===== src/rtl/core/i2css_pkg.sv =====
// ----------------------------------------------------------------------------
// i2css_pkg : shared constants for the I2C script sequencer
// Opcodes, item kinds, bus request codes and default sizes.
// ----------------------------------------------------------------------------
package i2css_pkg;

  // default sizes
  localparam int PROG_DEPTH_DEF = 64;
  localparam int RAM_BYTES_DEF  = 8;

  // stream widths
  localparam int IN_DATA_W  = 104;
  localparam int IN_USER_W  = 2;
  localparam int OUT_DATA_W = 200;
  localparam int CFG_W      = 7;

  // item kinds (tuser)
  localparam logic [1:0] ACT_LOAD   = 2'd0;
  localparam logic [1:0] ACT_EXEC   = 2'd1;
  localparam logic [1:0] ACT_BUSDN  = 2'd2;
  localparam logic [1:0] ACT_REBOOT = 2'd3;

  // bus request codes
  localparam logic [1:0] REQ_NONE  = 2'd0;
  localparam logic [1:0] REQ_READ  = 2'd1;
  localparam logic [1:0] REQ_WRITE = 2'd2;

  // opcodes
  localparam logic [7:0] OP_HALT   = 8'd0;
  localparam logic [7:0] OP_NOP    = 8'd1;
  localparam logic [7:0] OP_STORE  = 8'd2;
  localparam logic [7:0] OP_LDBE   = 8'd3;
  localparam logic [7:0] OP_LDLE   = 8'd4;
  localparam logic [7:0] OP_SETCNT = 8'd5;
  localparam logic [7:0] OP_DECCNT = 8'd6;
  localparam logic [7:0] OP_BNZ    = 8'd7;
  localparam logic [7:0] OP_JMP    = 8'd8;
  localparam logic [7:0] OP_SETDEV = 8'd9;
  localparam logic [7:0] OP_READ   = 8'd10;
  localparam logic [7:0] OP_WRITE  = 8'd11;
  localparam logic [7:0] OP_PUB    = 8'd12;
  localparam logic [7:0] OP_DELAY  = 8'd13;

  // load targets
  localparam logic [7:0] TGT_A = 8'd0;
  localparam logic [7:0] TGT_B = 8'd1;
  localparam logic [7:0] TGT_C = 8'd2;

endpackage


===== src/rtl/core/i2c_script_sequencer.sv =====
// ----------------------------------------------------------------------------
// i2c_script_sequencer : scripted I2C sensor sequencer
// Runs a loaded program one instruction per execute beat and emits bus
// requests, published results and delay requests as result beats.
// ----------------------------------------------------------------------------
// Usage:
//  - Input stream (s_axis_*): every beat is one item; tuser picks the kind
//    (load program word, execute one instruction, bus completion, reboot).
//  - Output stream (m_axis_*): exactly one result beat per input beat, in
//    order. The host issues the requested I2C transfer and answers with a
//    bus completion beat; execute beats sent while a transfer is pending
//    do nothing.
//  - cfg_we/cfg_wdata writes program_length; write only while idle.
//  - The result beat is registered and is valid in the cycle after the input beat.
//  - Throughput: one beat per cycle while the receiver takes results, any
//    mix of kinds back to back. The program store has one registered read
//    port that is always aimed at the pc the machine will hold next, so the
//    instruction word is ready when the next execute beat arrives.
//  - Reset (rst, synchronous) clears the machine state, program_length and
//    m_axis_tvalid; s_axis_tready is low while rst is high. The
//    program store is not cleared and must be loaded before use.
//  - A stalled receiver holds the result register; s_axis_tready drops
//    until the waiting beat is taken.
// ----------------------------------------------------------------------------
module i2c_script_sequencer
  import i2css_pkg::*;
#(
  parameter int PROG_DEPTH = PROG_DEPTH_DEF,
  parameter int RAM_BYTES  = RAM_BYTES_DEF
) (
  input  logic                  clk,
  input  logic                  rst,
  // input stream
  input  logic                  s_axis_tvalid,
  output logic                  s_axis_tready,
  // prog_addr[5:0], prog_word[37:6], bus_ok[38], bus_read_data[102:39], pad
  input  logic [IN_DATA_W-1:0]  s_axis_tdata,
  // action[1:0]
  input  logic [IN_USER_W-1:0]  s_axis_tuser,
  // output stream
  output logic                  m_axis_tvalid,
  input  logic                  m_axis_tready,
  // pc_now[7:0], is_halted[8], is_fault[9], bus_request[11:10],
  // bus_device[19:12], bus_length[23:20], bus_write_data[87:24],
  // publish[88], result_a[120:89], result_b[152:121],
  // result_c_raw[184:153], delay_ms[192:185], pad
  output logic [OUT_DATA_W-1:0] m_axis_tdata,
  // configuration
  input  logic                  cfg_we,
  input  logic [CFG_W-1:0]      cfg_wdata
);

  localparam int AW    = (PROG_DEPTH > 1) ? $clog2(PROG_DEPTH) : 1;
  localparam int RAM_W = RAM_BYTES * 8;
  localparam logic [8:0] DEPTH9 = 9'(PROG_DEPTH);
  localparam logic [8:0] RAMB9  = 9'(RAM_BYTES);

  // input fields
  logic [1:0]  action;
  logic [5:0]  prog_addr;
  logic [31:0] prog_word;
  logic        bus_ok;
  logic [63:0] bus_read_data;

  assign action        = s_axis_tuser[1:0];
  assign prog_addr     = s_axis_tdata[5:0];
  assign prog_word     = s_axis_tdata[37:6];
  assign bus_ok        = s_axis_tdata[38];
  assign bus_read_data = s_axis_tdata[102:39];

  logic accept;
  assign s_axis_tready = !rst && (!m_axis_tvalid || m_axis_tready);
  assign accept        = s_axis_tvalid && s_axis_tready;

  // machine state
  logic [6:0]       prog_len;
  logic [7:0]       pc, pc_next;
  logic [7:0]       cnt, cnt_next;
  logic [7:0]       dev, dev_next;
  logic [31:0]      reg_a, reg_a_next;
  logic [31:0]      reg_b, reg_b_next;
  logic [31:0]      reg_c, reg_c_next;
  logic             halted, halted_next;
  logic             faulted, faulted_next;
  logic             busy, busy_next;
  logic             is_read, is_read_next;
  logic [3:0]       pend_len, pend_len_next;
  logic [RAM_W-1:0] ram, ram_next;

  // program store, one write and one registered read port
  logic [31:0]   prog_mem [PROG_DEPTH];
  logic [31:0]   ir;
  logic          mem_we;
  logic [7:0]    waddr_full;
  logic [AW-1:0] rd_addr;

  assign waddr_full = {2'b00, prog_addr};
  assign mem_we     = accept && (action == ACT_LOAD) && ({3'b000, prog_addr} < DEPTH9);
  // aimed at word 0 during reset so the first execute after it sees pc 0
  assign rd_addr    = rst ? '0 : pc_next[AW-1:0];

  always_ff @(posedge clk) begin
    if (mem_we) begin
      prog_mem[waddr_full[AW-1:0]] <= prog_word;
    end
    // read-during-write forwards the new word
    if (mem_we && (waddr_full[AW-1:0] == rd_addr)) begin
      ir <= prog_word;
    end else begin
      ir <= prog_mem[rd_addr];
    end
  end

  // instruction fields
  logic [7:0] opc, a1, a2, a3;
  assign opc = ir[31:24];
  assign a1  = ir[23:16];
  assign a2  = ir[15:8];
  assign a3  = ir[7:0];

  // scratch RAM views
  logic [63:0] ram64;
  logic [31:0] win, rev, be_val, le_val, len_mask, ld_val;
  logic [63:0] wr_data;
  logic        ld_bad, pc_bad;

  always_comb begin
    ram64    = 64'(ram);
    win      = 32'(ram64 >> {a1[2:0], 3'b000});
    rev      = {win[7:0], win[15:8], win[23:16], win[31:24]};
    be_val   = rev >> {3'd4 - a2[2:0], 3'b000};
    for (int i = 0; i < 4; i++) begin
      len_mask[8*i +: 8] = (8'(i) < a2) ? 8'hFF : 8'h00;
    end
    le_val   = win & len_mask;
    ld_val   = (opc == OP_LDBE) ? be_val : le_val;
    ld_bad   = (a2 < 8'd1) || (a2 > 8'd4) ||
               (({1'b0, a1} + {1'b0, a2}) > RAMB9) || (a3 > TGT_C);
    for (int i = 0; i < 8; i++) begin
      wr_data[8*i +: 8] = (8'(i) < a1) ? ram64[8*i +: 8] : 8'h00;
    end
    pc_bad   = ({1'b0, pc} >= {2'b00, prog_len}) || ({1'b0, pc} >= DEPTH9);
  end

  // result fields
  logic [1:0]  req;
  logic [7:0]  req_dev;
  logic [3:0]  req_len;
  logic [63:0] req_data;
  logic        pub;
  logic [31:0] res_a, res_b, res_c;
  logic [7:0]  delay;
  logic        fault_now;

  always_comb begin
    pc_next       = pc;
    cnt_next      = cnt;
    dev_next      = dev;
    reg_a_next    = reg_a;
    reg_b_next    = reg_b;
    reg_c_next    = reg_c;
    halted_next   = halted;
    faulted_next  = faulted;
    busy_next     = busy;
    is_read_next  = is_read;
    pend_len_next = pend_len;
    ram_next      = ram;
    req           = REQ_NONE;
    req_dev       = 8'd0;
    req_len       = 4'd0;
    req_data      = 64'd0;
    pub           = 1'b0;
    res_a         = 32'd0;
    res_b         = 32'd0;
    res_c         = 32'd0;
    delay         = 8'd0;
    fault_now     = 1'b0;

    if (accept) begin
      unique case (action)
        ACT_LOAD: begin
          // store write handled at the memory
        end
        ACT_EXEC: begin
          if (!halted && !busy) begin
            if (pc_bad) begin
              fault_now = 1'b1;
            end else begin
              case (opc)
                OP_HALT: halted_next = 1'b1;
                OP_NOP:  pc_next = pc + 8'd1;
                OP_STORE: begin
                  if (a2 >= RAMB9[7:0] && RAM_BYTES < 256) begin
                    fault_now = 1'b1;
                  end else begin
                    for (int i = 0; i < RAM_BYTES; i++) begin
                      if (a2 == 8'(i)) ram_next[8*i +: 8] = a1;
                    end
                    pc_next = pc + 8'd1;
                  end
                end
                OP_LDBE, OP_LDLE: begin
                  if (ld_bad) begin
                    fault_now = 1'b1;
                  end else begin
                    if (a3 == TGT_A) reg_a_next = ld_val;
                    else if (a3 == TGT_B) reg_b_next = ld_val;
                    else reg_c_next = ld_val;
                    pc_next = pc + 8'd1;
                  end
                end
                OP_SETCNT: begin
                  cnt_next = a1;
                  pc_next  = pc + 8'd1;
                end
                OP_DECCNT: begin
                  if (cnt != 8'd0) cnt_next = cnt - 8'd1;
                  pc_next = pc + 8'd1;
                end
                OP_BNZ: pc_next = (cnt != 8'd0) ? pc + a1 : pc + 8'd1;
                OP_JMP: pc_next = pc + a1;
                OP_SETDEV: begin
                  dev_next = a1;
                  pc_next  = pc + 8'd1;
                end
                OP_READ, OP_WRITE: begin
                  if ({1'b0, a1} > RAMB9) begin
                    fault_now = 1'b1;
                  end else begin
                    busy_next     = 1'b1;
                    is_read_next  = (opc == OP_READ);
                    pend_len_next = (opc == OP_READ) ? a1[3:0] : 4'd0;
                    req           = (opc == OP_READ) ? REQ_READ : REQ_WRITE;
                    req_dev       = dev;
                    req_len       = a1[3:0];
                    req_data      = (opc == OP_READ) ? 64'd0 : wr_data;
                    pc_next       = pc + 8'd1;
                  end
                end
                OP_PUB: begin
                  pub     = 1'b1;
                  res_a   = reg_a;
                  res_b   = reg_b;
                  res_c   = reg_c;
                  pc_next = pc + 8'd1;
                end
                OP_DELAY: begin
                  delay   = a1;
                  pc_next = pc + 8'd1;
                end
                default: fault_now = 1'b1;
              endcase
            end
          end
        end
        ACT_BUSDN: begin
          if (busy) begin
            if (bus_ok) begin
              if (is_read) begin
                for (int i = 0; i < RAM_BYTES; i++) begin
                  if (4'(i) < pend_len) ram_next[8*i +: 8] = bus_read_data[8*i +: 8];
                end
              end
            end else begin
              fault_now = 1'b1;
            end
            busy_next     = 1'b0;
            is_read_next  = 1'b0;
            pend_len_next = 4'd0;
          end
        end
        ACT_REBOOT: begin
          pc_next       = 8'd0;
          cnt_next      = 8'd0;
          dev_next      = 8'd0;
          reg_a_next    = 32'd0;
          reg_b_next    = 32'd0;
          reg_c_next    = 32'd0;
          halted_next   = 1'b0;
          faulted_next  = 1'b0;
          busy_next     = 1'b0;
          is_read_next  = 1'b0;
          pend_len_next = 4'd0;
          ram_next      = '0;
        end
        default: begin
        end
      endcase
      if (fault_now) begin
        halted_next  = 1'b1;
        faulted_next = 1'b1;
      end
    end
  end

  // state registers
  always_ff @(posedge clk) begin
    if (rst) begin
      prog_len <= '0;
      pc       <= '0;
      cnt      <= '0;
      dev      <= '0;
      reg_a    <= '0;
      reg_b    <= '0;
      reg_c    <= '0;
      halted   <= 1'b0;
      faulted  <= 1'b0;
      busy     <= 1'b0;
      is_read  <= 1'b0;
      pend_len <= '0;
      ram      <= '0;
    end else begin
      if (cfg_we) prog_len <= cfg_wdata;
      pc       <= pc_next;
      cnt      <= cnt_next;
      dev      <= dev_next;
      reg_a    <= reg_a_next;
      reg_b    <= reg_b_next;
      reg_c    <= reg_c_next;
      halted   <= halted_next;
      faulted  <= faulted_next;
      busy     <= busy_next;
      is_read  <= is_read_next;
      pend_len <= pend_len_next;
      ram      <= ram_next;
    end
  end

  // result register: loads on every accepted beat, holds while stalled
  always_ff @(posedge clk) begin
    if (rst) begin
      m_axis_tvalid <= 1'b0;
    end else if (accept) begin
      m_axis_tvalid <= 1'b1;
    end else if (m_axis_tready) begin
      m_axis_tvalid <= 1'b0;
    end
  end

  always_ff @(posedge clk) begin
    if (accept) begin
      m_axis_tdata <= {7'd0, delay, res_c, res_b, res_a, pub, req_data, req_len,
                       req_dev, req, faulted_next, halted_next, pc_next};
    end
  end

endmodule

===== config.mk =====
export PLATFORM = sky130hd
export DESIGN_NAME = i2c_script_sequencer
export DESIGN_NICKNAME = d
export VERILOG_FILES = /design/src/rtl/core/i2css_pkg.sv /design/src/rtl/core/i2c_script_sequencer.sv
export SDC_FILE = /design/constraint.sdc
export NUM_CORES = 2
export LEC_CHECK = 0
export ABC_AREA = 0
export BUFFER_PORTS_ARGS = -buffer_cell sky130_fd_sc_hd__buf_2
export CAP_MARGIN = 0
export CORE_MARGIN = 2
export CORE_UTILIZATION = 50
export DETAILED_ROUTE_END_ITERATION = 16
export PLACE_DENSITY_LB_ADDON = 0.2
export SYNTH_ARGS = -nofsm -noshare
export SYNTH_HDL_FRONTEND = slang
export SYNTH_SLANG_ARGS = --single-unit

===== constraint.sdc =====
create_clock -name clk -period 8.25 [get_ports clk]
set_input_delay 1.65 -clock clk [delete_from_list [all_inputs] [get_ports clk]]
set_output_delay 1.65 -clock clk [all_outputs]
set_load 0.05 [all_outputs]

After elaboration in Yosys (flattened, before gate mapping)

Memories as Yosys holds them, arrays and structs flattened. A register that Yosys moved wholly into a read port is not among the register bits.
Cells that the tools add are included.

Word-level logic and storage cells: 307
Latch bits: 0
Register bits after elaboration: 393
ROM bits: 0
RAM bits: 2048
Memories: 1

Memories:

| memory   | depth | bits a word | read ports | clocked after Yosys merged registers in | wr ports | line                       | source |
|---|---|---|---|---|---|---|---|
| prog_mem | 64    | 32          | 1          | 1                                       | 1        | i2c_script_sequencer.sv:91 | `logic [31:0] prog_mem [PROG_DEPTH];` |

Divide/modulo/power cells: 0
Shifts and indexed selects: 2
Reduce and logical (&&, ||, !) cells: 54
Multiplexer cells: 111
Multiply operators: 0
Add/sub/neg operators: 5
Equality and inequality tests: 58
$lt $le $gt $ge: 28
Bitwise gates (word level): 14

Operator list:

| kind                 | number |
|---|---|
| $mux W32             | 18 |
| $mux W64             | 7 |
| $mux W8              | 33 |
| $pmux W32 S2         | 3 |
| $pmux W64 S3         | 1 |
| $reduce_and A11 Y1   | 8 |
| $eq A8 B3 Y1 const B | 8 |
| $pmux W8 S2          | 4 |
| $shr A64 B6 Y32      | 1 |
| $ne A2 B2 Y1 const B | 29 |
| $reduce_or A7 Y1     | 8 |
| $eq A8 B4 Y1 const B | 6 |
| $pmux W8 S6          | 1 |
| $and A32 B32 Y32     | 1 |
| $eq A8 B2 Y1 const B | 4 |
| $lt A1 B8 Y1 const A | 4 |
| $lt A2 B8 Y1 const A | 4 |
| $lt A3 B8 Y1 const A | 4 |
| $shr A32 B6 Y32      | 1 |
| $mux W1              | 30 |
| $eq A8 B1 Y1 const B | 3 |
| $logic_not A8 Y1     | 3 |
| $mux W4              | 6 |
| $lt A3 B4 Y1 const A | 4 |
| other kinds (44)     | 81 |

Depth between registers and ports, before layout

Depth after elaboration: 12
Gate-level depth with buffers: 32

Worst setup path before layout

OpenSTA, ideal clock, no wires.

Kind: input to register
Start: input m_axis_tready
End: register cnt[4]
Setup time: 0.128 ns
Path buffers: 0
Setup slack: -0.504 ns
Stages on the path: 9
Required time: 8.122 ns
Arrival time: 8.627 ns
Cell sequence: nor2b_1 > nor2_1 > nand2_1 > clkinv_1 > o21ai_1 > a21oi_1 > and2_1 > a22oi_1 > nor2_1

Longest elaborated chain between the ends: 4

RTL lines:

| what                        | line                        | source |
|---|---|---|
| from (decl)                 | i2c_script_sequencer.sv:42  | `input logic m_axis_tready,` |
| $logic_or A1 B1 Y1          | i2c_script_sequencer.sv:72  | `assign s_axis_tready = !rst && (!m_axis_tvalid \|\| m_axis_tready);` |
| $logic_and A1 B1 Y1         | i2c_script_sequencer.sv:72  |  |
| net s_axis_tready           | i2c_script_sequencer.sv:35  | `output logic s_axis_tready,` |
| $logic_and A1 B1 Y1         | i2c_script_sequencer.sv:73  | `assign accept = s_axis_tvalid && s_axis_tready;` |
| net accept                  | i2c_script_sequencer.sv:71  | `logic accept;` |
| $reduce_and A6 Y1 (no line) | --                          |  |
| to (signal assigned)        | i2c_script_sequencer.sv:315 | `cnt <= cnt_next;` |
| to (decl)                   | i2c_script_sequencer.sv:78  | `logic [7:0] cnt, cnt_next;` |

The timed path passes the listed nets, and every way through them passes these cells.
A chain may end at the register's enable or synchronous reset.

Worst setup path in the final report

Start: register pc[0]
End: register reg_a[18]

Longest elaborated chain between the ends: 4
Elaborated cells on any way between the ends: 5
Those cells by class: 2 x order compare; 1 x eq/ne; 2 x reduce/logical

RTL lines:

| what                            | line                        | source |
|---|---|---|
| from (decl)                     | i2c_script_sequencer.sv:77  | `logic [7:0] pc, pc_next;` |
| from (signal assigned)          | i2c_script_sequencer.sv:314 | `pc <= pc_next;` |
| $ge A8 B7 Y1                    | i2c_script_sequencer.sv:142 | `pc_bad = ({1'b0, pc} >= {2'b00, prog_len}) \|\| ({1'b0, pc} >= DEPTH9);` |
| $logic_or A1 B1 Y1 (*)          | i2c_script_sequencer.sv:142 |  |
| $ne A2 B2 Y1 (no line) (*)      | --                          |  |
| $reduce_and A7 Y1 (no line) (*) | --                          |  |
| to (signal assigned)            | i2c_script_sequencer.sv:317 | `reg_a <= reg_a_next;` |
| to (decl)                       | i2c_script_sequencer.sv:80  | `logic [31:0] reg_a, reg_a_next;` |

Mark *: on every way between the ends. The rest lies on a longest branch, timed or not.

==> flow_metrics.py <==
metrics = {
    "placed_design": {
        "port_buffers": 311,
        "place.gp.congestion": 0.918,
        "dpl_cell_area_sq_um": 101000,
        "dp.cells": 8212,
        "dpl.hpwl_mm": 171,
    },
    "floorplan": {
        "rows": 160,
        "core_sq_um": 190000,
        "dieArea_sq_um": 195000,
        "die_w_um": 441,
        "io_pins": 320,
        "die_h_um": 441,
        "start_util": 0.503,
    },
    "layout": {
        "multi_input_area_sq_um": 23000,
        "seq_area_sq_um": 71300,
        "final_nets": 6091,
        "drive_above_1_share": 0.218,
        "postLayoutCoreUtil": 0.571,
        "fillerInstances": 14400,
        "instances_no_fill": 8646,
        "area_growth_pct": 13.4,
        "fin_area_sq_um": 108000,
    },
    "timing": {
        "clock.fmax_mhz": 134,
        "hold_viol_final": 0,
        "clock_skew_ps": 40.0,
        "slew_headroom": 0.132,
        "min_period_over_period": 0.907,
        "grt_setup_unrepaired": "false",
        "worstMarginPinSlew_ps": 1300,
        "min_period_ps": 7480,
        "setup_tns_ps": 0,
        "slew_viol_final": 0,
        "setup-violations-final": 0,
    },
    "logic_synthesis": {
        "syn_area_per_cell_sq_um": 17.5,
        "synth_edf_count": 2241,
        "ys_ff_latch": 2441,
        "ys_warn_count": 0,
        "ys.flop_type": "edfxtp_1",
        "netlist_area_sq_um": 95600,
        "ys_seq_area_frac": 0.746,
        "synth.distinct_cells": 91,
        "synth_cells": 5470,
        "synthArstFlopShare": 0,
    },
    "drt": {
        "viasPerCell": 6.31,
        "wl_per_cell_um": 31.9,
        "drt_wl_total_mm": 276,
        "antenna_left": 0,
        "via_count": 54500,
        "drc_errors": 0,
        "drt_first_pass_iters": 6,
        "drt-initial-drc-count": 7335,
    },
    "clock_tree": {
        "postCtsHoldBufs": 0,
        "cts_setup_buffers": 0,
        "clkSlewWorstSetupHoldPaths_ps": 60,
        "cts_tree": "built",
        "clock-root-buffer": "clkbuf_16",
        "clockBufferDepth": 3,
        "cts_buffers": 233,
        "cts.repair.resized": 0,
        "h-tree-depth": 4,
        "clock-sinks": 2441,
        "clk_latency_ps": 880,
    },
    "flow_run": {
        "drv_cap": 0,
    },
    "status": {
        "status": "complete, no violations",
    },
    "global_routing": {
        "grt_pass1_wl_mm": 387,
        "grt.total_usage": 0.281,
        "grt_max_degree": 102,
        "grt_overflow_total": 0,
        "grt_pass1_vias": 52500,
        "antenna_found_initial": 17,
    },
    "worst_setup_path": {
        "start_kind": "flop",
        "cp_slowest_stage_delay_ps": 890,
        "worstPathMaxFanout": 32,
        "crit_top_cell": "buf_4",
        "crit_arrival_ps": 8260,
        "worstPathCellList": "buf_4, buf_4, mux4_2, a22oi_1, a21oi_1, nor4_2, inv_1, ha_1, inv_1, a2111oi_0, o21ai_0, a21oi_1, o211ai_1, a31oi_1, nand3_2, nor3_2, a31oi_1, nor2_4, buf_4, mux2i_1",
        "required_ps": 9030,
        "crit_path_end_kind": "flop",
        "criticalPathCategory": "flop to flop",
        "cpMaxStageDelayCell": "dfxtp_4",
    },
    "power_and_ir_drop": {
        "total_power_mw": 24.6,
        "peakVddDrop_uv": 157,
        "powerDensity_nw_per_um2": 227,
        "p_leak_nw": 34.7,
    },
    "hold_path": {
        "hp-class": "flop to flop",
    },
}
metrics by stage:
step           hold slack (ps)  setup WS [ps]
3_5_place_dp               445            924
6_report                   451            767
4_1_cts                    456            896
3_3_place_gp               438            903
5_1_grt                    470            434
2_1_floorplan              429           1400
area by class of cell:
class	instances	share of cell area
well taps	2511	0.0290
multi-input cells	2664	0.212
flip-flops and latches	2441	0.658
inverters	79	0.00284
repair buffers	517	0.0295
diodes	4	0.0000923
clock buffers	290	0.0570
clock inverters	140	0.0117
worst paths after layout:
path	start	depth (start not counted)	slack [ps]	end
max reg2reg	pc[0]	20	770	reg_a[18]
min	reg_a[14]	2	450	reg_a[14]
max	pc[0]	20	770	reg_a[18]
min reg2reg	reg_a[14]	2	450	reg_a[14]
flip-flops by register name (all words and copies together) (netlist names):
register and count:
reg_b 32, reg_a 32, pc 8, prog_len 7
dev 8, busy 1, pend_len 4, is_read 1
halted 1, m_axis_tdata 193, prog_mem 2048, faulted 1
reg_c 32, ram 64, cnt 8, m_axis_tvalid 1
power by group:
group | leakage, nW | internal, mW | switching [mW] | total, mW
Sequential | 21.9 | 13.5 | 0.0348 | 13.6
Clock | 3.64 | 5.83 | 4.58 | 10.4
Combinational | 9.19 | 0.101 | 0.476 | 0.577
Yosys cell counts (25+ instances only):
master / count / area share
mux2_2: 41 / 0.0048
and2_1: 172 / 0.011
clkbuf_1: 137 / 0.0054
nor3_1: 98 / 0.0051
a31oi_1: 32 / 0.0021
and3_1: 27 / 0.0018
nor2b_1: 27 / 0.0018
nand3_1: 59 / 0.0031
inv_1: 72 / 0.0028
o22ai_1: 59 / 0.0039
nand2_1: 250 / 0.0098
o211ai_1: 25 / 0.0020
a211oi_1: 107 / 0.0084
or3_1: 31 / 0.0020
o311ai_0: 26 / 0.0024
edfxtp_1: 2241 / 0.70
buf_2: 63 / 0.0033
mux2i_1: 241 / 0.025
o21ai_1: 25 / 0.0013
buf_1: 28 / 0.0011
nor4_1: 81 / 0.0053
ha_1: 35 / 0.0046
a21oi_1: 195 / 0.010
a21o_1: 45 / 0.0035
dfxtp_1: 200 / 0.042
nor2_1: 290 / 0.011
mux4_2: 327 / 0.077
buf_6: 37 / 0.0044
o21ai_0: 82 / 0.0043
a22oi_1: 83 / 0.0065
critical path: cells and delay by family (launching register included):
kind / cells / cell delay [ps]
AOI/OAI and AO/OA: 8 / 1850
adders and majority gates: 1 / 370
buffers and inverters: 5 / 1850
DFF: 1 / 890
muxes: 2 / 860
and+or+nand+nor: 4 / 1410
cells by family (layout without fill, tap and decap cells):
| group | count (synthesis) | after routing | synth area share |
|---|---|---|---|
| mux | 610 | 610 | 0.107 |
| buf+inv | 371 | 1026 | 0.0196 |
| simple gates | 1132 | 1132 | 0.0591 |
| other cells | 1 | 11 | 0.0000392 |
| xor+xnor | 12 | 12 | 0.00110 |
| flops | 2441 | 2441 | 0.746 |
| compound gates | 866 | 866 | 0.0622 |
| fa+ha+maj | 37 | 37 | 0.00500 |
per-layer routing:
metal  part of all wire  up-vias  GRT usage  wire length, um
li1                   -    22900          -                -
met1               0.39    28100      0.393           109000
met2               0.47     3007      0.450           131000
met3              0.092      499     0.0456            25300
met4              0.039        2      0.104            10800
met5           0.000044        -          0               12
layout by cell type, fill, tap and decap left out, types with 66 or more instances in the layout:
| master | netlist | routed |
|---|---|---|
| inv_1 | 72 | 70 |
| a22oi_1 | 83 | 83 |
| a21oi_1 | 195 | 195 |
| mux2i_1 | 241 | 241 |
| nor2_4 | 0 | 66 |
| buf_4 | 24 | 200 |
| nor2_1 | 290 | 223 |
| o21ai_0 | 82 | 82 |
| nor4_1 | 81 | 80 |
| edfxtp_1 | 2241 | 2241 |
| a211oi_1 | 107 | 106 |
| nor3_1 | 98 | 96 |
| mux4_2 | 327 | 327 |
| nand2_1 | 250 | 250 |
| dfxtp_1 | 200 | 194 |
| and2_1 | 172 | 171 |
| buf_2 | 63 | 310 |
| clkbuf_16 | 0 | 236 |
Note: power is estimated with default switching activity, not from simulation.
